## src/hrlp_pkg.sv

```systemverilog
`default_nettype none
package hrlp_pkg;

  localparam int QUEUE_DEPTH = 4;

  localparam logic KIND_URI    = 1'b0;
  localparam logic KIND_STATUS = 1'b1;

  localparam logic [1:0] ST_OK          = 2'd0;
  localparam logic [1:0] ST_BAD_REQUEST = 2'd1;
  localparam logic [1:0] ST_NOT_IMPL    = 2'd2;
  localparam logic [1:0] ST_VERSION     = 2'd3;

  localparam logic [7:0] CH_SPACE   = 8'h20;
  localparam logic [7:0] CH_PERCENT = 8'h25;
  localparam logic [7:0] CH_DIGIT0  = 8'h30;
  localparam logic [7:0] CH_LOWER_A = 8'h61;
  localparam logic [7:0] CH_UPPER_A = 8'h41;

  localparam logic [3:0] VERSION_LAST = 4'd9;

  // method names with their trailing space, padded with zeros
  localparam logic [7:0] METHOD_TEXT [8][8] = '{
    '{8'h47, 8'h45, 8'h54, 8'h20, 8'h00, 8'h00, 8'h00, 8'h00},
    '{8'h48, 8'h45, 8'h41, 8'h44, 8'h20, 8'h00, 8'h00, 8'h00},
    '{8'h50, 8'h4f, 8'h53, 8'h54, 8'h20, 8'h00, 8'h00, 8'h00},
    '{8'h50, 8'h55, 8'h54, 8'h20, 8'h00, 8'h00, 8'h00, 8'h00},
    '{8'h44, 8'h45, 8'h4c, 8'h45, 8'h54, 8'h45, 8'h20, 8'h00},
    '{8'h43, 8'h4f, 8'h4e, 8'h4e, 8'h45, 8'h43, 8'h54, 8'h20},
    '{8'h4f, 8'h50, 8'h54, 8'h49, 8'h4f, 8'h4e, 8'h53, 8'h20},
    '{8'h54, 8'h52, 8'h41, 8'h43, 8'h45, 8'h20, 8'h00, 8'h00}
  };

  localparam logic [3:0] METHOD_LEN [8] = '{
    4'd4, 4'd5, 4'd5, 4'd4, 4'd7, 4'd8, 4'd8, 4'd6
  };

  localparam logic [7:0] VERSION_TEXT [10] = '{
    8'h48, 8'h54, 8'h54, 8'h50, 8'h2f, 8'h31, 8'h2e, 8'h31, 8'h0d, 8'h0a
  };

  typedef struct packed {
    logic       kind;
    logic [7:0] uri_byte;
    logic [1:0] status;
    logic [2:0] method;
  } result_t;

  function automatic logic hex_ok(input logic [7:0] c);
    logic ok;
    ok = (c >= 8'h30 && c <= 8'h39) || (c >= 8'h61 && c <= 8'h66) ||
         (c >= 8'h41 && c <= 8'h46);
    return ok;
  endfunction

  function automatic logic [3:0] hex_val(input logic [7:0] c);
    logic [7:0] v;
    if (c >= 8'h30 && c <= 8'h39) begin
      v = c - CH_DIGIT0;
    end else if (c >= 8'h61 && c <= 8'h66) begin
      v = c - CH_LOWER_A + 8'd10;
    end else begin
      v = c - CH_UPPER_A + 8'd10;
    end
    return v[3:0];
  endfunction

endpackage
`default_nettype wire

```

## src/http_request_line_parser.sv

```systemverilog
// http request line parser
// input channel: in_valid / in_stall carrying in_byte and in_end_of_request,
// one byte of the request each; the end mark flags the last byte
// output channel: out_valid / out_stall carrying out_result_kind (0 uri
// byte, 1 status), out_uri_byte, out_parse_status and out_method_code
// one byte is taken per cycle while in_stall is low; each gives zero or one result
// a result passes a small queue and then the output register: the parser writes
// it into the queue when its byte is taken, and the output register loads it
// from the queue head when it is empty or its result is being taken
// throughput is one byte per cycle while the receiver keeps up
// when the receiver stalls, the output register holds its result and the
// queue (QUEUE_DEPTH entries) takes the overflow; in_stall rises once the
// queue is full and falls as soon as an entry leaves
// reset (rst_n low, synchronous) empties the queue and output register and
// puts the parser back at the start of a method name
// after the status of a request, bytes are ignored up to the end mark
`default_nettype none
module http_request_line_parser #(
  parameter int QUEUE_DEPTH = hrlp_pkg::QUEUE_DEPTH
) (
  input  wire logic       clk,
  input  wire logic       rst_n,
  input  wire logic       in_valid,
  output logic            in_stall,
  input  wire logic [7:0] in_byte,
  input  wire logic       in_end_of_request,
  output logic            out_valid,
  input  wire logic       out_stall,
  output logic            out_result_kind,
  output logic [7:0]      out_uri_byte,
  output logic [1:0]      out_parse_status,
  output logic [2:0]      out_method_code
);

  hrlp_pkg::result_t fr_rec, q_head;
  logic fr_push, q_full, q_valid, q_pop, acc;

  assign in_stall = q_full;
  assign acc      = in_valid && !q_full;

  hrlp_front u_front (
    .clk     (clk),
    .rst_n   (rst_n),
    .acc     (acc),
    .in_byte (in_byte),
    .in_end  (in_end_of_request),
    .rec     (fr_rec),
    .push    (fr_push)
  );

  hrlp_queue #(
    .DEPTH (QUEUE_DEPTH)
  ) u_queue (
    .clk       (clk),
    .rst_n     (rst_n),
    .push      (fr_push),
    .wr_data   (fr_rec),
    .pop       (q_pop),
    .rd_data   (q_head),
    .not_empty (q_valid),
    .full      (q_full)
  );

  hrlp_back u_back (
    .clk              (clk),
    .rst_n            (rst_n),
    .q_data           (q_head),
    .q_valid          (q_valid),
    .q_pop            (q_pop),
    .out_valid        (out_valid),
    .out_stall        (out_stall),
    .out_result_kind  (out_result_kind),
    .out_uri_byte     (out_uri_byte),
    .out_parse_status (out_parse_status),
    .out_method_code  (out_method_code)
  );

endmodule
`default_nettype wire

```

## src/hrlp_front.sv

```systemverilog
`default_nettype none
module hrlp_front (
  input  wire logic              clk,
  input  wire logic              rst_n,
  input  wire logic              acc,
  input  wire logic [7:0]        in_byte,
  input  wire logic              in_end,
  output hrlp_pkg::result_t      rec,
  output logic                   push
);

  typedef enum logic [5:0] {
    PH_METHOD  = 6'b000001,
    PH_URI     = 6'b000010,
    PH_HEX1    = 6'b000100,
    PH_HEX2    = 6'b001000,
    PH_VERSION = 6'b010000,
    PH_DRAIN   = 6'b100000
  } phase_t;

  phase_t     phase_r, phase_nxt;
  logic [7:0] cand_r, cand_nxt;
  logic [3:0] tpos_r, tpos_nxt;
  logic [3:0] hexhi_r, hexhi_nxt;
  logic       vmis_r, vmis_nxt;
  logic [2:0] meth_r, meth_nxt;

  logic [7:0] keep;
  logic       done;
  logic [2:0] done_m;
  logic [2:0] mpos;
  logic [3:0] vpos;
  logic       vmis_now;
  logic [7:0] dec;
  logic       st_emit, uri_emit;
  logic [1:0] st_code;
  logic [2:0] st_meth;
  logic [7:0] uri_val;

  always_comb begin
    mpos = tpos_r[2:0];
    keep = '0;
    done = 1'b0;
    done_m = '0;
    for (int m = 0; m < 8; m++) begin
      if (cand_r[m] && ({1'b0, mpos} < hrlp_pkg::METHOD_LEN[m]) &&
          hrlp_pkg::METHOD_TEXT[m][mpos] == in_byte) begin
        keep[m] = 1'b1;
        if ({1'b0, mpos} + 4'd1 == hrlp_pkg::METHOD_LEN[m]) begin
          done = 1'b1;
          done_m = 3'(m);
        end
      end
    end
  end

  assign vpos = (tpos_r > hrlp_pkg::VERSION_LAST) ? hrlp_pkg::VERSION_LAST : tpos_r;
  assign vmis_now = vmis_r | (hrlp_pkg::VERSION_TEXT[vpos] != in_byte);
  assign dec = {hexhi_r, hrlp_pkg::hex_val(in_byte)};

  always_comb begin
    phase_nxt = phase_r;
    cand_nxt  = cand_r;
    tpos_nxt  = tpos_r;
    hexhi_nxt = hexhi_r;
    vmis_nxt  = vmis_r;
    meth_nxt  = meth_r;
    st_emit   = 1'b0;
    st_code   = hrlp_pkg::ST_OK;
    st_meth   = meth_r;
    uri_emit  = 1'b0;
    uri_val   = in_byte;
    case (phase_r)
      PH_METHOD: begin
        if (keep == '0) begin
          st_emit = 1'b1;
          st_code = hrlp_pkg::ST_NOT_IMPL;
          st_meth = '0;
        end else if (done) begin
          meth_nxt = done_m;
          if (in_end) begin
            st_emit = 1'b1;
            st_code = hrlp_pkg::ST_BAD_REQUEST;
            st_meth = done_m;
          end else begin
            phase_nxt = PH_URI;
            tpos_nxt = '0;
          end
        end else begin
          cand_nxt = keep;
          tpos_nxt = {1'b0, mpos} + 4'd1;
          if (in_end) begin
            st_emit = 1'b1;
            st_code = hrlp_pkg::ST_BAD_REQUEST;
            st_meth = '0;
          end
        end
      end
      PH_URI: begin
        if (in_end) begin
          st_emit = 1'b1;
          st_code = hrlp_pkg::ST_BAD_REQUEST;
        end else if (in_byte == hrlp_pkg::CH_SPACE) begin
          phase_nxt = PH_VERSION;
          tpos_nxt = '0;
          vmis_nxt = 1'b0;
        end else if (in_byte == hrlp_pkg::CH_PERCENT) begin
          phase_nxt = PH_HEX1;
        end else begin
          uri_emit = 1'b1;
        end
      end
      PH_HEX1: begin
        if (!hrlp_pkg::hex_ok(in_byte) || in_end) begin
          st_emit = 1'b1;
          st_code = hrlp_pkg::ST_BAD_REQUEST;
        end else begin
          hexhi_nxt = hrlp_pkg::hex_val(in_byte);
          phase_nxt = PH_HEX2;
        end
      end
      PH_HEX2: begin
        if (!hrlp_pkg::hex_ok(in_byte) || in_end) begin
          st_emit = 1'b1;
          st_code = hrlp_pkg::ST_BAD_REQUEST;
        end else begin
          phase_nxt = PH_URI;
          // a decoded zero byte is dropped
          uri_emit = (dec != 8'h00);
          uri_val = dec;
        end
      end
      PH_VERSION: begin
        vmis_nxt = vmis_now;
        if (vpos == hrlp_pkg::VERSION_LAST) begin
          st_emit = 1'b1;
          st_code = vmis_now ? hrlp_pkg::ST_VERSION : hrlp_pkg::ST_OK;
        end else if (in_end) begin
          st_emit = 1'b1;
          st_code = hrlp_pkg::ST_BAD_REQUEST;
        end else begin
          tpos_nxt = vpos + 4'd1;
        end
      end
      default: begin
      end
    endcase
    if (st_emit) begin
      phase_nxt = PH_DRAIN;
    end
    // end mark starts the next request afresh
    if (in_end) begin
      phase_nxt = PH_METHOD;
      cand_nxt  = '1;
      tpos_nxt  = '0;
      hexhi_nxt = '0;
      vmis_nxt  = 1'b0;
      meth_nxt  = '0;
    end
  end

  always_comb begin
    push = acc && (st_emit || uri_emit);
    rec.kind     = st_emit ? hrlp_pkg::KIND_STATUS : hrlp_pkg::KIND_URI;
    rec.uri_byte = st_emit ? 8'h00 : uri_val;
    rec.status   = st_emit ? st_code : hrlp_pkg::ST_OK;
    rec.method   = st_emit ? st_meth : 3'd0;
  end

  always_ff @(posedge clk) begin
    if (!rst_n) begin
      phase_r <= PH_METHOD;
      cand_r  <= '1;
      tpos_r  <= '0;
      hexhi_r <= '0;
      vmis_r  <= 1'b0;
      meth_r  <= '0;
    end else if (acc) begin
      phase_r <= phase_nxt;
      cand_r  <= cand_nxt;
      tpos_r  <= tpos_nxt;
      hexhi_r <= hexhi_nxt;
      vmis_r  <= vmis_nxt;
      meth_r  <= meth_nxt;
    end
  end

endmodule
`default_nettype wire

```

## src/hrlp_queue.sv

```systemverilog
`default_nettype none
module hrlp_queue #(
  parameter int DEPTH = hrlp_pkg::QUEUE_DEPTH
) (
  input  wire logic              clk,
  input  wire logic              rst_n,
  input  wire logic              push,
  input  wire hrlp_pkg::result_t wr_data,
  input  wire logic              pop,
  output hrlp_pkg::result_t      rd_data,
  output logic                   not_empty,
  output logic                   full
);

  localparam int AW = (DEPTH > 1) ? $clog2(DEPTH) : 1;
  localparam int CW = $clog2(DEPTH + 1);
  localparam logic [AW-1:0] LAST = AW'(DEPTH - 1);

  hrlp_pkg::result_t mem [DEPTH];
  logic [AW-1:0] wp_r, wp_nxt, rp_r, rp_nxt;
  logic [CW-1:0] cnt_r, cnt_nxt;
  logic          do_pop;

  assign not_empty = (cnt_r != '0);
  assign full      = (cnt_r == CW'(DEPTH));
  assign do_pop    = pop && not_empty;
  assign rd_data   = mem[rp_r];

  always_comb begin
    wp_nxt = push ? ((wp_r == LAST) ? '0 : wp_r + 1'b1) : wp_r;
    rp_nxt = do_pop ? ((rp_r == LAST) ? '0 : rp_r + 1'b1) : rp_r;
    cnt_nxt = cnt_r + CW'(push) - CW'(do_pop);
  end

  always_ff @(posedge clk) begin
    if (push) begin
      mem[wp_r] <= wr_data;
    end
  end

  always_ff @(posedge clk) begin
    if (!rst_n) begin
      wp_r  <= '0;
      rp_r  <= '0;
      cnt_r <= '0;
    end else begin
      wp_r  <= wp_nxt;
      rp_r  <= rp_nxt;
      cnt_r <= cnt_nxt;
    end
  end

endmodule
`default_nettype wire

```

## src/hrlp_back.sv

```systemverilog
`default_nettype none
module hrlp_back (
  input  wire logic              clk,
  input  wire logic              rst_n,
  input  wire hrlp_pkg::result_t q_data,
  input  wire logic              q_valid,
  output logic                   q_pop,
  output logic                   out_valid,
  input  wire logic              out_stall,
  output logic                   out_result_kind,
  output logic [7:0]             out_uri_byte,
  output logic [1:0]             out_parse_status,
  output logic [2:0]             out_method_code
);

  logic              vld_r, vld_nxt;
  hrlp_pkg::result_t res_r;

  // refill the output register when it is empty or being taken
  assign q_pop   = q_valid && (!vld_r || !out_stall);
  assign vld_nxt = q_pop ? 1'b1 : (vld_r && out_stall);

  always_ff @(posedge clk) begin
    if (!rst_n) begin
      vld_r <= 1'b0;
    end else begin
      vld_r <= vld_nxt;
    end
  end

  always_ff @(posedge clk) begin
    if (q_pop) begin
      res_r <= q_data;
    end
  end

  assign out_valid        = vld_r;
  assign out_result_kind  = res_r.kind;
  assign out_uri_byte     = res_r.uri_byte;
  assign out_parse_status = res_r.status;
  assign out_method_code  = res_r.method;

endmodule
`default_nettype wire
```

## config.mk

```make
export PLATFORM = sky130hd
export DESIGN_NAME = http_request_line_parser
export DESIGN_NICKNAME = d
export VERILOG_FILES = /design/src/hrlp_pkg.sv /design/src/http_request_line_parser.sv /design/src/hrlp_front.sv /design/src/hrlp_queue.sv /design/src/hrlp_back.sv
export SDC_FILE = /design/constraint.sdc
export NUM_CORES = 1
export LEC_CHECK = 0
export BUFFER_PORTS_ARGS = -buffer_cell sky130_fd_sc_hd__buf_2
export CORE_MARGIN = 1.5
export CORE_UTILIZATION = 60
export CTS_BUF_LIST = sky130_fd_sc_hd__clkbuf_4 sky130_fd_sc_hd__clkbuf_8 sky130_fd_sc_hd__clkbuf_16
export DETAILED_ROUTE_END_ITERATION = 10
export HOLD_SLACK_MARGIN = 0.05
export PLACE_DENSITY = 0.78
export SYNTH_ARGS = -nofsm -noshare
export SYNTH_HDL_FRONTEND = slang
export SYNTH_HIERARCHICAL = 1
export SYNTH_SLANG_ARGS = --single-unit
```

## constraint.sdc

```tcl
create_clock -name clk -period 5.3 [get_ports clk]
set_clock_uncertainty 0.1 [all_clocks]
set_input_delay 0 -clock clk [delete_from_list [all_inputs] [get_ports clk]]
set_output_delay 0 -clock clk [all_outputs]
set_load 0.005 [all_outputs]
```

### After elaboration in Yosys (flattened, before gate mapping)

Memory sizes are Yosys's and may differ from the RTL's. A register that Yosys moved wholly into a read port is not among the register bits.
Cells that the tools add are included.

* logic and storage cells: 250
* memories kept: 10
* input bits: 13
* memory bits (read-only): 640
* RAM bits: 56
* flip-flop bits (word level): 34

* order comparisons: 13
* bitwise logic cells: 3
* multiplexer cells: 120
* add/sub/neg operators: 11
* equal/unequal tests: 36
* reductions and logical operators: 47

Memories
* (name not given): depth 16, width 8, rd ports 1, clocked after memory_dff 0, wr ports 0, RTL line hrlp_front.sv:58 `assign vmis_now = vmis_r | (hrlp_pkg::VERSION_TEXT[vpos] != in_byte);`
* (name not given): depth 8, width 8, rd ports 1, clocked after memory_dff 0, wr ports 0, RTL line hrlp_front.sv:47 `hrlp_pkg::METHOD_TEXT[m][mpos] == in_byte) begin`
* (name not given): depth 8, width 8, rd ports 1, clocked after memory_dff 0, wr ports 0, RTL line hrlp_front.sv:47
* (name not given): depth 8, width 8, rd ports 1, clocked after memory_dff 0, wr ports 0, RTL line hrlp_front.sv:47
* (name not given): depth 8, width 8, rd ports 1, clocked after memory_dff 0, wr ports 0, RTL line hrlp_front.sv:47
* (name not given): depth 8, width 8, rd ports 1, clocked after memory_dff 0, wr ports 0, RTL line hrlp_front.sv:47
* 4 more memories

Operator list (count)
* $mux 8: 25
* $mux 3: 23
* $eq 8x8->1: 8
* $mux 6: 8
* $mux 4: 11
* $mux 1: 41
* $pmux 6 s4: 1
* $logic_and 1x1->1: 22
* $eq 4x3->1 const B: 4
* $eq 8x6->1 const B: 2
* $ge 8x7->1 const B: 2
* $le 8x7->1 const B: 2
* $lt 3x3->1 const B: 4
* $mux 2: 6
* $ne 4x3->1 const B: 3
* $pmux 4 s3: 1
* $sub 4x1->4 const B: 3
* $add 4x4->4 const B: 2
* $eq 4x4->1 const B: 2
* $ge 8x6->1 const B: 1
* $le 8x6->1 const B: 1
* $logic_not 8->1: 1
* $ne 8x8->1: 1
* $pmux 2 s4: 1
* 37 further kinds: 55

### Depth between registers and ports, before layout

Gate-level depths: netlist of the first run.

* depth in word-level cells: 26
* mapped depth: 18

### By module

Netlist of the first run, hierarchy kept.

By module, submodules not included
* hrlp_front: times used 1, cells each 482, area each 3606.0 um2, seq. area each 520.5 um2
* hrlp_queue: times used 1, cells each 119, area each 2542.4 um2, seq. area each 1861.8 um2
* hrlp_back: times used 1, cells each 18, area each 459.2 um2, seq. area each 440.4 um2
* http_request_line_parser: times used 1, cells each 1, area each 13.8 um2, seq. area each 0.0 um2

### Worst setup path after synthesis of the first run

OpenSTA, ideal clock, no wires.

* path kind: register to register
* from: reg u_front.tpos_r[1]
* to: reg u_queue.cnt_r[2]
* stages on the path, launching flop included: 19
* path slack: 1.258 ns
* arrival: 3.828 ns
* required time: 5.086 ns
* clock period less this slack: 4.042 ns
* path through: dfxtp_1 -> buf_4 -> inv_1 -> ha_1 -> buf_2 -> inv_1 -> a21oi_1 -> o32ai_1 -> and3_1 -> or4_1 -> buf_2 -> o31ai_2 -> a21oi_1 -> a21oi_1 -> ha_1 -> inv_1 -> fa_1 -> xnor3_1 -> nor2_1

* longest elaborated chain between the ends: 14
* elaborated cells between the ends (all ways): 70
* classes of those cells: add/sub (2); order compare (5); eq/ne (9); mux (28); bitwise (1); reduce/logical (17); memory (8)

Ends and longest elaborated chain
* from (decl): RTL line hrlp_front.sv:23 `logic [3:0] tpos_r, tpos_nxt;`
* from (signal assigned): RTL line hrlp_front.sv:181 `tpos_r <= tpos_nxt;`
* $not 3->4 (not written as such): RTL line hrlp_front.sv:47
* $mem_v2 8x8
* $mux 8 (not written as such) (2 in a row): RTL line hrlp_front.sv:47
* $eq 8x8->1: RTL line hrlp_front.sv:47
* $logic_and 1x1->1: RTL line hrlp_front.sv:46 `if (cand_r[m] && ({1'b0, mpos} < hrlp_pkg::METHOD_LEN[m]) &&`
* $mux 1: RTL line hrlp_front.sv:46
* $logic_not 8->1: RTL line hrlp_front.sv:75 `if (keep == '0) begin`
* $mux 1: RTL line hrlp_front.sv:75
* $pmux 1 s4 *: RTL line hrlp_front.sv:73 `case (phase_r)`
* $logic_or 1x1->1 *: RTL line hrlp_front.sv:163 `push = acc && (st_emit || uri_emit);`
* $logic_and 1x1->1 *: RTL line hrlp_front.sv:163
* via fr_push: RTL line http_request_line_parser.sv:36 `logic fr_push, q_full, q_valid, q_pop, acc;`
* $add 3x1->3 *: RTL line hrlp_queue.sv:32 `cnt_nxt = cnt_r + CW'(push) - CW'(do_pop);`
* $sub 3x1->3 *: RTL line hrlp_queue.sv:32
* to (signal assigned): RTL line hrlp_queue.sv:49 `cnt_r <= cnt_nxt;`
* to (decl): RTL line hrlp_queue.sv:21 `logic [CW-1:0] cnt_r, cnt_nxt;`

Mark *: on every way through the listed nets, which the timed path passes. The rest lies on a longest branch. The select of a mux whose other input is x is not followed.
A chain may end at the register's enable or synchronous reset.

### Worst setup path after layout of the first run

* from: reg u_front.tpos_r[0]
* to: mem u_queue/mem[3][7] (netlist name) (enable)

* longest elaborated chain between the ends: 14
* elaborated cells between the ends (all ways): 70
* classes of those cells: order compare (5); eq/ne (9); mux (30); bitwise (1); reduce/logical (17); memory (8)

Ends and longest elaborated chain
* $not 3->4 (not written as such): RTL line hrlp_front.sv:47
* $mem_v2 8x8
* $mux 8 (not written as such) (2 in a row): RTL line hrlp_front.sv:47
* $eq 8x8->1: RTL line hrlp_front.sv:47
* $logic_and 1x1->1: RTL line hrlp_front.sv:46
* $mux 1: RTL line hrlp_front.sv:46
* $logic_not 8->1: RTL line hrlp_front.sv:75
* $mux 1: RTL line hrlp_front.sv:75
* $pmux 1 s4 *: RTL line hrlp_front.sv:73
* $logic_or 1x1->1 *: RTL line hrlp_front.sv:163
* $logic_and 1x1->1 *: RTL line hrlp_front.sv:163
* via fr_push: RTL line http_request_line_parser.sv:36
* $mux 1 *: RTL line hrlp_queue.sv:36 `if (push) begin`
* $mux 1 (not written as such) *: RTL line hrlp_queue.sv:37 `mem[wp_r] <= wr_data;`
* to (decl): RTL line hrlp_queue.sv:19 `hrlp_pkg::result_t mem [DEPTH];`

Marked as above.

==> impl_metrics.tcl, run 1 <==
set metrics [dict create \
    utilization 0.640 \
    drc 0 \
    synth_edf_count 70 \
    core.rowCount 38 \
    ys.warnings.count 6 \
    whs_ns 0.0853 \
    power_density_nw_per_um2 327 \
    route.met3.wl_um 859 \
    end_kind "flop" \
    gp_congestion 0.902 \
    core_um2 10800 \
    yosysUniqueCellTypes 92 \
    synthFlopType "edfxtp_1" \
    top_layer "met4" \
    fin_nets 659 \
    instances_no_fill 767 \
    worstPathMaxFanout 14 \
    avgRoutedWirePerCell_um 21.2 \
    final_cell_mix "edfxtp_1 (70), nor2_1 (64), nand2_1 (40)" \
    reg2regPathDepth 11 \
    dp_cells 749 \
    dieArea_um2 11700 \
    nFillCells 809 \
    grt_use_total 0.291 \
    synth_top_cell_by_area "edfxtp_1" \
    cts_tree "done" \
    hp-start "rst_n" \
    drt-pass1-iter-count 5 \
    synth_area_per_cell_um2 10.7 \
    synth_top_cell_area_share 0.317 \
    worstHoldPathCells 3 \
    pre_cts_ws_ns 0.466 \
    drive_gt1_frac 0.163 \
    reg2reg_slack_ns 0.55 \
    cts.sinks 106 \
    fmax_ghz 0.211 \
    cp.required_ns 5.20 \
    io_buffers 28 \
    drv_slew 0 \
    m1WireLength_um 6360 \
    final_antenna_net_count 0 \
    die_x_um 108 \
    hold_viol_final 0 \
    arrival_ns 4.65 \
    synth-seq-area-share 0.426 \
    layout_commonest_cell "edfxtp_1" \
    status "finished, final reports clean" \
    grt_pass1_wl_um 25900 \
    hold_path.class "input pin to flop" \
    antenna_found_initial 0 \
    area_delta_synth_final_pct 4.38 \
    avgViaCountPerCell 6.65 \
    grt_pass1_vias 5012 \
    r2r-end "u_queue/mem[3][7]$_DFFE_PP_" \
    cts-root-buf "clkbuf_8" \
    yosys-top-cells-area "edfxtp_1 (32%), dfxtp_1 (11%), ha_1 (4.3%)" \
    p_leak_nw 2.43 \
    synthCells 620 \
    grt_max_degree 28 \
    worst_slack_ns 0.554 \
    clk_path_buf_depth 2 \
    post-route-min-period_ns 4.75 \
    dp_hpwl_um 11700 \
    cts.reportedPaths.clkPinSlew_ns 0.11 \
    drv_cap 0 \
    min_period_over_period 0.896 \
    ir_drop_mv 0.355 \
    setup_tns_ns 0 \
    vias 5100 \
    clk_latency_ns 0.38 \
    htree_levels 3 \
    async_reset_ff_frac 0 \
    min_to "u_front/phase_r[2]$_SDFFE_PN0P_" \
    rsz0062_at_grt "no" \
    reg2reg_from "u_front/tpos_r[0]$_SDFFE_PN0P_" \
    setup_violations 0 \
    netlist_area_um2 6620 \
    drt_iter0_drc 407 \
    start_util 0.613 \
    cts_made_buffers 9 \
    startpoint_type "flop" \
    crit_type "flop to flop" \
    ys_seq_elements 106 \
    wl_um 16300 \
    synth_nets 657 \
    antenna-diode-count 0 \
    overflow 0 \
    max_slew_margin 0.307 \
    ioPinCount 29 \
    wl_met2_um 8350 \
    worst_pin_slew_ns 1.03 \
    die_h_um 108 \
]
## worst max-delay path by stage
stage | from | endpoint | slack (ns) | cells past startpoint
detailed placement | u_front/tpos_r[1]$_SDFFE_PN0P_ | u_queue/mem[3][2]$_DFFE_PP_ | 0.47 | 11
floorplan | u_front/tpos_r[1]$_SDFFE_PN0P_ | u_queue/cnt_r[2]$_SDFF_PN0_ | 1.26 | 18
global route | u_front/tpos_r[0]$_SDFFE_PN0P_ | u_queue/cnt_r[2]$_SDFF_PN0_ | 0.16 | 15
CTS | u_front/tpos_r[1]$_SDFFE_PN0P_ | u_queue/mem[3][6]$_DFFE_PP_ | 0.43 | 11
finish | u_front/tpos_r[0]$_SDFFE_PN0P_ | u_queue/mem[3][7]$_DFFE_PP_ | 0.55 | 11
global placement | u_front/tpos_r[1]$_SDFFE_PN0P_ | u_queue/mem[3][2]$_DFFE_PP_ | 0.60 | 11
## logic make-up (layout without fill, tap and decap cells)
logic type               Yosys count  count (layout)  synth area share
AND/OR/NAND/NOR                  223             223             0.182
AO/OA/AOI/OAI                    144             144             0.177
flip-flops                       106             106             0.426
buffers and inverters             65              72            0.0542
multiplexers                      33              33            0.0786
XOR/XNOR                          25              25            0.0351
adder cells (fa/ha/maj)           24              24            0.0465
## layer usage
metal / global-route usage / up-vias
met4: 0.130 / 0
met3: 0.0404 / 57
met5: 0 / -
met1: 0.346 / 2461
met2: 0.524 / 226
li1: - / 2356
## report_power, final
| group | leakage [nW] | total [W] | internal, W | switching (W) |
|---|---|---|---|---|
| Combinational | 1.39 | 0.000616 | 0.000279 | 0.000338 |
| Sequential | 0.947 | 0.00115 | 0.00106 | 0.0000896 |
| Clock | 0.0951 | 0.000490 | 0.000183 | 0.000307 |
| Total | 2.43 | 0.00226 | 0.00153 | 0.000734 |
## state kept, by name, summed over array words and instances, names as in the netlist, 2 cells and up, named ones only
name and count:
u_queue/mem 56, u_back/out_uri_byte 8, u_front/cand_r 8, u_front/phase_r 6, u_front/hexhi_r 4, u_front/tpos_r 4, u_back/out_method_code 3, u_front/meth_r 3
u_queue/cnt_r 3, u_back/out_parse_status 2, u_queue/rp_r 2, u_queue/wp_r 2
## through the flow
step           area (um^2)  power (W)
2_1_floorplan         6620    0.00162
3_3_place_gp          6700    0.00176
3_5_place_dp          6700    0.00179
4_1_cts               6910    0.00227
5_1_grt               6910    0.00238
6_report              6910    0.00226
## cell usage after synthesis (14+ instances only)
cell type	n
o21ai_0	16
edfxtp_1	70
ha_1	23
clkbuf_1	14
a21oi_1	31
dfxtp_1	36
xnor2_1	15
mux2i_1	19
nor2_1	64
nand2_1	40
buf_2	14
inv_1	17
nand3_1	20
## critical path: stages (launching register included)
cell and delay (ns):
dfxtp_1 0.61, inv_1 0.21, ha_1 0.57, inv_1 0.14
a21oi_1 0.16, o32ai_1 0.10, and3_1 0.22, or4_1 0.68
o31ai_2 0.27, a21oi_1 0.07, a21oi_1 0.53, and2_1 0.70
## cell type report
type | instances | area, um^2 | area share
repair buffers | 34 | 190 | 0.0275
clock inverters | 7 | 70.1 | 0.0101
well taps | 140 | 175 | 0.0253
clock buffers | 9 | 124 | 0.0179
inverters | 22 | 85.1 | 0.0123
multi-input cells | 449 | 3440 | 0.498
flip-flops and latches | 106 | 2820 | 0.409
## repair_timing
action                     CTS  global route
setup endpoints to repair    0             1
buffers inserted             0             0
hold buffers                 2             0
hold endpoints to repair     9             0
gates resized for setup      0             1
(Power assumes the default switching activity.)
==> inputs of run 2 (changes only) <==
Settings changed: HOLD_SLACK_MARGIN 0.05 to 0.1.
==> run 2 against run 1 <==
  * Sequential cell count stayed put
  * Critical path depth stayed put
  * Register-to-register slack hardly changed
  * Largest power group unchanged
  * Highest routed layer unchanged
==> impl_metrics.tcl, run 2 (same netlist as run 1, synthesis figures left out) <==
set metrics [dict create \
    largest_reg_flops 56 \
    use_met3 0.0398 \
    final_cell_area_um2 6960 \
    crit_path_frequent_cell "a21oi_1" \
    min_period_over_period 0.895 \
    grt_pass1_wl_um 25900 \
    die_h_um 108 \
    grtUsageMet1 0.347 \
    htree_levels 3 \
    cp_slowest_stage_delay_ns 0.71 \
    drt-pass1-iter-count 8 \
    drt_iter0_drc 484 \
    grt_pass1_vias 5031 \
    worst_pin_slew_ns 1.03 \
    p_leak_nw 2.45 \
    end_kind "flop" \
    dpl_cell_area_um2 6700 \
    antenna-diode-count 0 \
    wl_um 16300 \
    startpoint_type "flop" \
    post-route-min-period_ns 4.74 \
    gp_congestion 0.902 \
    clk_path_buf_depth 2 \
    cts_made_buffers 9 \
    drv_cap 0 \
    power_density_nw_per_um2 325 \
    crit_path_top_delay_cell "and2_1" \
    hold_path.class "input pin to flop" \
    io_buffers 28 \
    ir_drop_mv 0.356 \
    final_cell_mix "edfxtp_1 (70), nor2_1 (64), nand2_1 (40)" \
    cp.required_ns 5.20 \
    reg2reg_slack_ns 0.56 \
    crit_type "flop to flop" \
    core_um2 10800 \
    vias 5140 \
    grt_max_degree 28 \
    status "finished, final reports clean" \
    max_slew_margin 0.312 \
    cts.sinks 106 \
    worstPathMaxFanout 14 \
    core.rowCount 38 \
    overflow 0 \
    fmax_ghz 0.211 \
    start_util 0.613 \
    cts-root-buf "clkbuf_8" \
    rsz0062_at_grt "no" \
    die_x_um 108 \
    crit_chain "inv_1 -> ha_1 -> inv_1 -> a21oi_1 -> o32ai_1 -> and3_1 -> or4_1 -> o31ai_2 -> a21oi_1 -> a21oi_1 -> and2_1" \
    hold_viol_final 0 \
    avgViaCountPerCell 6.66 \
    antenna_found_initial 0 \
    drc 0 \
    avgRoutedWirePerCell_um 21.2 \
    cts.reportedPaths.clkPinSlew_ns 0.11 \
    grt_use_total 0.292 \
    arrival_ns 4.65 \
    layout_commonest_cell "edfxtp_1" \
    fin_nets 664 \
    final_antenna_net_count 0 \
    top_usage_layer "met2" \
    setup_tns_ns 0 \
    drive_gt1_frac 0.161 \
    ioPinCount 29 \
    dp_hpwl_um 11700 \
    regMostFlops "u_queue/mem" \
    drv_slew 0 \
    dieArea_um2 11700 \
    nFillCells 803 \
    area_delta_synth_final_pct 5.14 \
    cts_tree "done" \
    clk_latency_ns 0.38 \
    globalRouteMet2Util 0.525 \
    setup_violations 0 \
]
run 2: metrics by stage:
stage               setup slack [ns]  total power (W)  utilization  cells  hold slack, ns
finish                         0.557          0.00227        0.645    772           0.140
global route                   0.164          0.00238        0.645    772           0.157
CTS                            0.428          0.00228        0.645    772           0.105
detailed placement             0.466          0.00179        0.620    749           0.181
global placement               0.602          0.00176        0.620    749           0.175
floorplan                       1.26          0.00162            -    620          0.0273
run 2: final timing paths:
path,from,end,depth (start not counted)
setup / recovery,u_front/tpos_r[0]$_SDFFE_PN0P_,u_queue/mem[3][7]$_DFFE_PP_,11
hold / removal,in_end_of_request,u_front/hexhi_r[2]$_SDFFE_PN0P_,4
setup reg to reg,u_front/tpos_r[0]$_SDFFE_PN0P_,u_queue/mem[3][7]$_DFFE_PP_,11
hold reg to reg,u_front/phase_r[5]$_SDFFE_PN0P_,u_front/phase_r[5]$_SDFFE_PN0P_,2
run 2: worst max-delay path, delay by kind of cell, from the launching register on:
| kind | cells | cell delay [ns] |
|---|---|---|
| AND/OR/NAND/NOR | 3 | 1.62 |
| AO/OA/AOI/OAI | 5 | 1.13 |
| flip-flops | 1 | 0.61 |
| adder cells (fa/ha/maj) | 1 | 0.57 |
| buffers and inverters | 2 | 0.34 |
run 2: metal layers:
layer	part of all wire	up-vias
li1	-	2366
met3	0.052	54
met4	0.040	0
met1	0.39	2488
met5	0	-
met2	0.51	232
run 2: what timing repair did:
action | 4_1_cts | 5_1_grt
hold buffers | 7 | 0
buffers inserted | 0 | 0
hold endpoints to repair | 39 | 0
setup endpoints to repair | 0 | 1
resized for setup | 0 | 1
run 2: final cells by class:
type | count | area, um^2 | area share
clock buffers | 9 | 124 | 0.0178
clock inverters | 7 | 70.1 | 0.0101
inverters | 22 | 85.1 | 0.0122
multi-input cells | 449 | 3440 | 0.495
flip-flops and latches | 106 | 2820 | 0.406
well taps | 140 | 175 | 0.0252
repair buffers | 39 | 240 | 0.0345
run 2: report_power, final:
| part | switching [W] | total [W] | internal (W) | leakage [nW] |
|---|---|---|---|---|
| combinational | 0.000339 | 0.000623 | 0.000284 | 1.41 |
| sequential | 0.0000892 | 0.00115 | 0.00106 | 0.947 |
| clock | 0.000306 | 0.000489 | 0.000183 | 0.0951 |
| total | 0.000734 | 0.00227 | 0.00153 | 2.45 |
==> inputs of run 3 (changes only) <==
--- a/config.mk
+++ b/config.mk
@@ -7,2 +7,3 @@
 export LEC_CHECK = 0
+export ABC_AREA = 1
 export BUFFER_PORTS_ARGS = -buffer_cell sky130_fd_sc_hd__buf_2
==> constraint.sdc (replaced) <==
create_clock -name clk -period 5.3 [get_ports clk]
set_clock_uncertainty 0.1 [all_clocks]
set_input_delay 0.53 -clock clk [delete_from_list [all_inputs] [get_ports clk]]
set_output_delay 0.53 -clock clk [all_outputs]
set_load 0.005 [all_outputs]
==> run 3 against run 2 <==
  * Sequential cell count unchanged
  * Synthesized cell count is 40% higher
  * Final cell count up 33%
  * Critical endpoint is now u_queue/mem[1][6]$_DFFE_PP_
  * Highest routed layer unchanged
==> impl_metrics.tcl, run 3 <==
set metrics [dict create \
    drv_slew 0 \
    drv_cap 0 \
    ys_seq_elements 106 \
    combPwrFrac 0.382 \
    cts-root-buf "clkbuf_8" \
    post-route-min-period_ns 4.15 \
    netlist_area_um2 6710 \
    regMostFlops "u_queue/mem" \
    cp_slowest_stage_delay_ns 0.61 \
    crit_path_top_delay_cell "dfxtp_1" \
    drt-pass1-iter-count 5 \
    yosys-top-cells-area "edfxtp_1 (31%), nand2_1 (13%), dfxtp_1 (11%)" \
    switching_power_w 0.00111 \
    utilization 0.642 \
    dp_cells 1008 \
    synthFlopType "edfxtp_1" \
    antenna_found_initial 0 \
    yosysMostFrequentCell "nand2_1" \
    setup_tns_ns 0 \
    drc 0 \
    cts_tree "done" \
    p_seq_frac 0.451 \
    avgViaCountPerCell 5.90 \
    core.rowCount 38 \
    ioPinCount 29 \
    m1WireLength_um 7060 \
    wl_um 17700 \
    path_buf_inv 4 \
    yosysUniqueCellTypes 51 \
    die_h_um 109 \
    cp.required_ns 5.21 \
    min_period_over_period 0.783 \
    cts-hold-fix-buffers 0 \
    synth_top_cell_area_share 0.313 \
    core_um2 10900 \
    setup_violations 0 \
    die_x_um 109 \
    start_util 0.616 \
    hold_path.class "input pin to flop" \
    rsz0062_at_grt "no" \
    hold_viol_final 0 \
    cts_made_buffers 9 \
    dp_hpwl_um 13000 \
    synth_top_cell_by_area "edfxtp_1" \
    wl_met2_um 8690 \
    htree_levels 3 \
    dieArea_um2 11800 \
    p_int_w 0.00170 \
    grt_max_degree 31 \
    p_sw_frac 0.396 \
    grt_use_total 0.307 \
    cts.sinks 106 \
    instances_no_fill 1024 \
    grt_pass1_wl_um 27600 \
    power_density_nw_per_um2 402 \
    status "finished, final reports clean" \
    area_delta_synth_final_pct 4.27 \
    worstPathMaxFanout 17 \
    drt_iter0_drc 604 \
    worst_pin_slew_ns 0.702 \
    io_buffers 28 \
    largest_reg_flops 56 \
    final_antenna_net_count 0 \
    ir_drop_mv 0.386 \
    top_layer "met4" \
    crit_family "simple AND/OR/NAND/NOR gates" \
    end_kind "flop" \
    synth_nets 908 \
    yosys-top-cells-count "nand2_1 (228), nor2_1 (116), nand3_1 (82)" \
    synthCells 871 \
    avgRoutedWirePerCell_um 17.3 \
    crit_path_frequent_cell "nand2_1" \
    vias 6039 \
    fin_nets 916 \
    cts_resized 0 \
    crit_chain "inv_1 -> ha_1 -> nand2_1 -> nand2_1 -> nand2_1 -> nand2_1 -> nand2_1 -> nor2_1 -> nand2_1 -> nand2_1 -> nor2_1 -> nand3_4 -> nand2_2 -> inv_1 -> nand3_1 -> nand2_1 -> inv_1 -> nand2_1 -> inv_1" \
    fmax_ghz 0.241 \
    synth-seq-area-share 0.421 \
    synth_area_per_cell_um2 7.70 \
    overflow 0 \
    final_cell_mix "nand2_1 (228), nor2_1 (116), nand3_1 (82)" \
    crit_type "flop to flop" \
    layout_commonest_cell "nand2_1" \
    async_reset_ff_frac 0 \
    clk_latency_ns 0.37 \
    route.met3.wl_um 912 \
    grt_pass1_vias 5743 \
    post_cts_buffers 0 \
    clk_path_buf_depth 2 \
    p_leak_nw 3.10 \
    drive_gt1_frac 0.127 \
    gp_congestion 1.09 \
    antenna-diode-count 0 \
    arrival_ns 4.06 \
    max_slew_margin 0.531 \
    cts.reportedPaths.clkPinSlew_ns 0.11 \
    pwr-share-clk 0.167 \
    synth_edf_count 70 \
    ys.warnings.count 6 \
    startpoint_type "flop" \
]
==> run 3: layout make-up <==
type,instances,area [um^2]
Fill cell,917,3900
Clock inverter,7,57.6
Inverter,86,325
Sequential cell,106,2820
Multi-Input combinational cell,644,3320
Tap cell,140,175
Timing Repair Buffer,32,170
Clock buffer,9,124
==> run 3: metal layers <==
metal  vias up  global-route usage
li1       2902                   -
met1      2808               0.342
met2       254               0.554
met3        75              0.0442
met4         0               0.182
met5         -                   0
==> run 3: worst reg2reg max path, delay by kind of cell (launching register included) <==
family        cells  cell delay (ns)
fa+ha+maj         1             0.43
flops             1             0.61
simple gates     14             1.68
buf+inv           4             1.00
==> run 3: metrics by stage <==
step	worst slack [ns]	hold WS, ns	total power, W	instance area, um^2
2_1_floorplan	2.06	0.336	0.00208	6710
3_3_place_gp	1.37	0.366	0.00229	6810
3_5_place_dp	1.19	0.385	0.00234	6810
4_1_cts	1.16	0.303	0.00281	6990
5_1_grt	0.801	0.292	0.00299	6990
6_report	1.15	0.318	0.00281	6990
==> run 3: cells by family after synthesis <==
| family | after synthesis | share of synthesized area |
|---|---|---|
| DFF | 106 | 0.421 |
| buffers and inverters | 121 | 0.0843 |
| xor gates and xnor gates | 12 | 0.0157 |
| and+or+nand+nor | 484 | 0.319 |
| adders and majority gates | 24 | 0.0459 |
| AOI/OAI and AO/OA | 124 | 0.115 |
==> run 3: path summary, 6_finish.rpt <==
check / startpoint / to / slack [ns] / cells past startpoint
worst min register to register: u_front/hexhi_r[0]$_SDFFE_PN0P_ / u_front/hexhi_r[0]$_SDFFE_PN0P_ / 0.41 / 2
worst max-delay path: u_front/tpos_r[1]$_SDFFE_PN0P_ / u_queue/mem[1][6]$_DFFE_PP_ / 1.15 / 19
worst min-delay path: out_stall / u_back/out_valid$_SDFF_PN0_ / 0.32 / 3
worst max register to register: u_front/tpos_r[1]$_SDFFE_PN0P_ / u_queue/mem[1][6]$_DFFE_PP_ / 1.15 / 19
==> run 3: power groups by stage <==
| stage | combinational [W] | clock [W] | sequential, W |
|---|---|---|---|
| 3_3_place_gp | 0.00102 | 0 | 0.00128 |
| 3_5_place_dp | 0.00106 | 0 | 0.00129 |
| 2_1_floorplan | 0.000823 | 0 | 0.00126 |
| 5_1_grt | 0.00119 | 0.000508 | 0.00129 |
| 6_report | 0.00107 | 0.000469 | 0.00127 |
| 4_1_cts | 0.00106 | 0.000477 | 0.00127 |
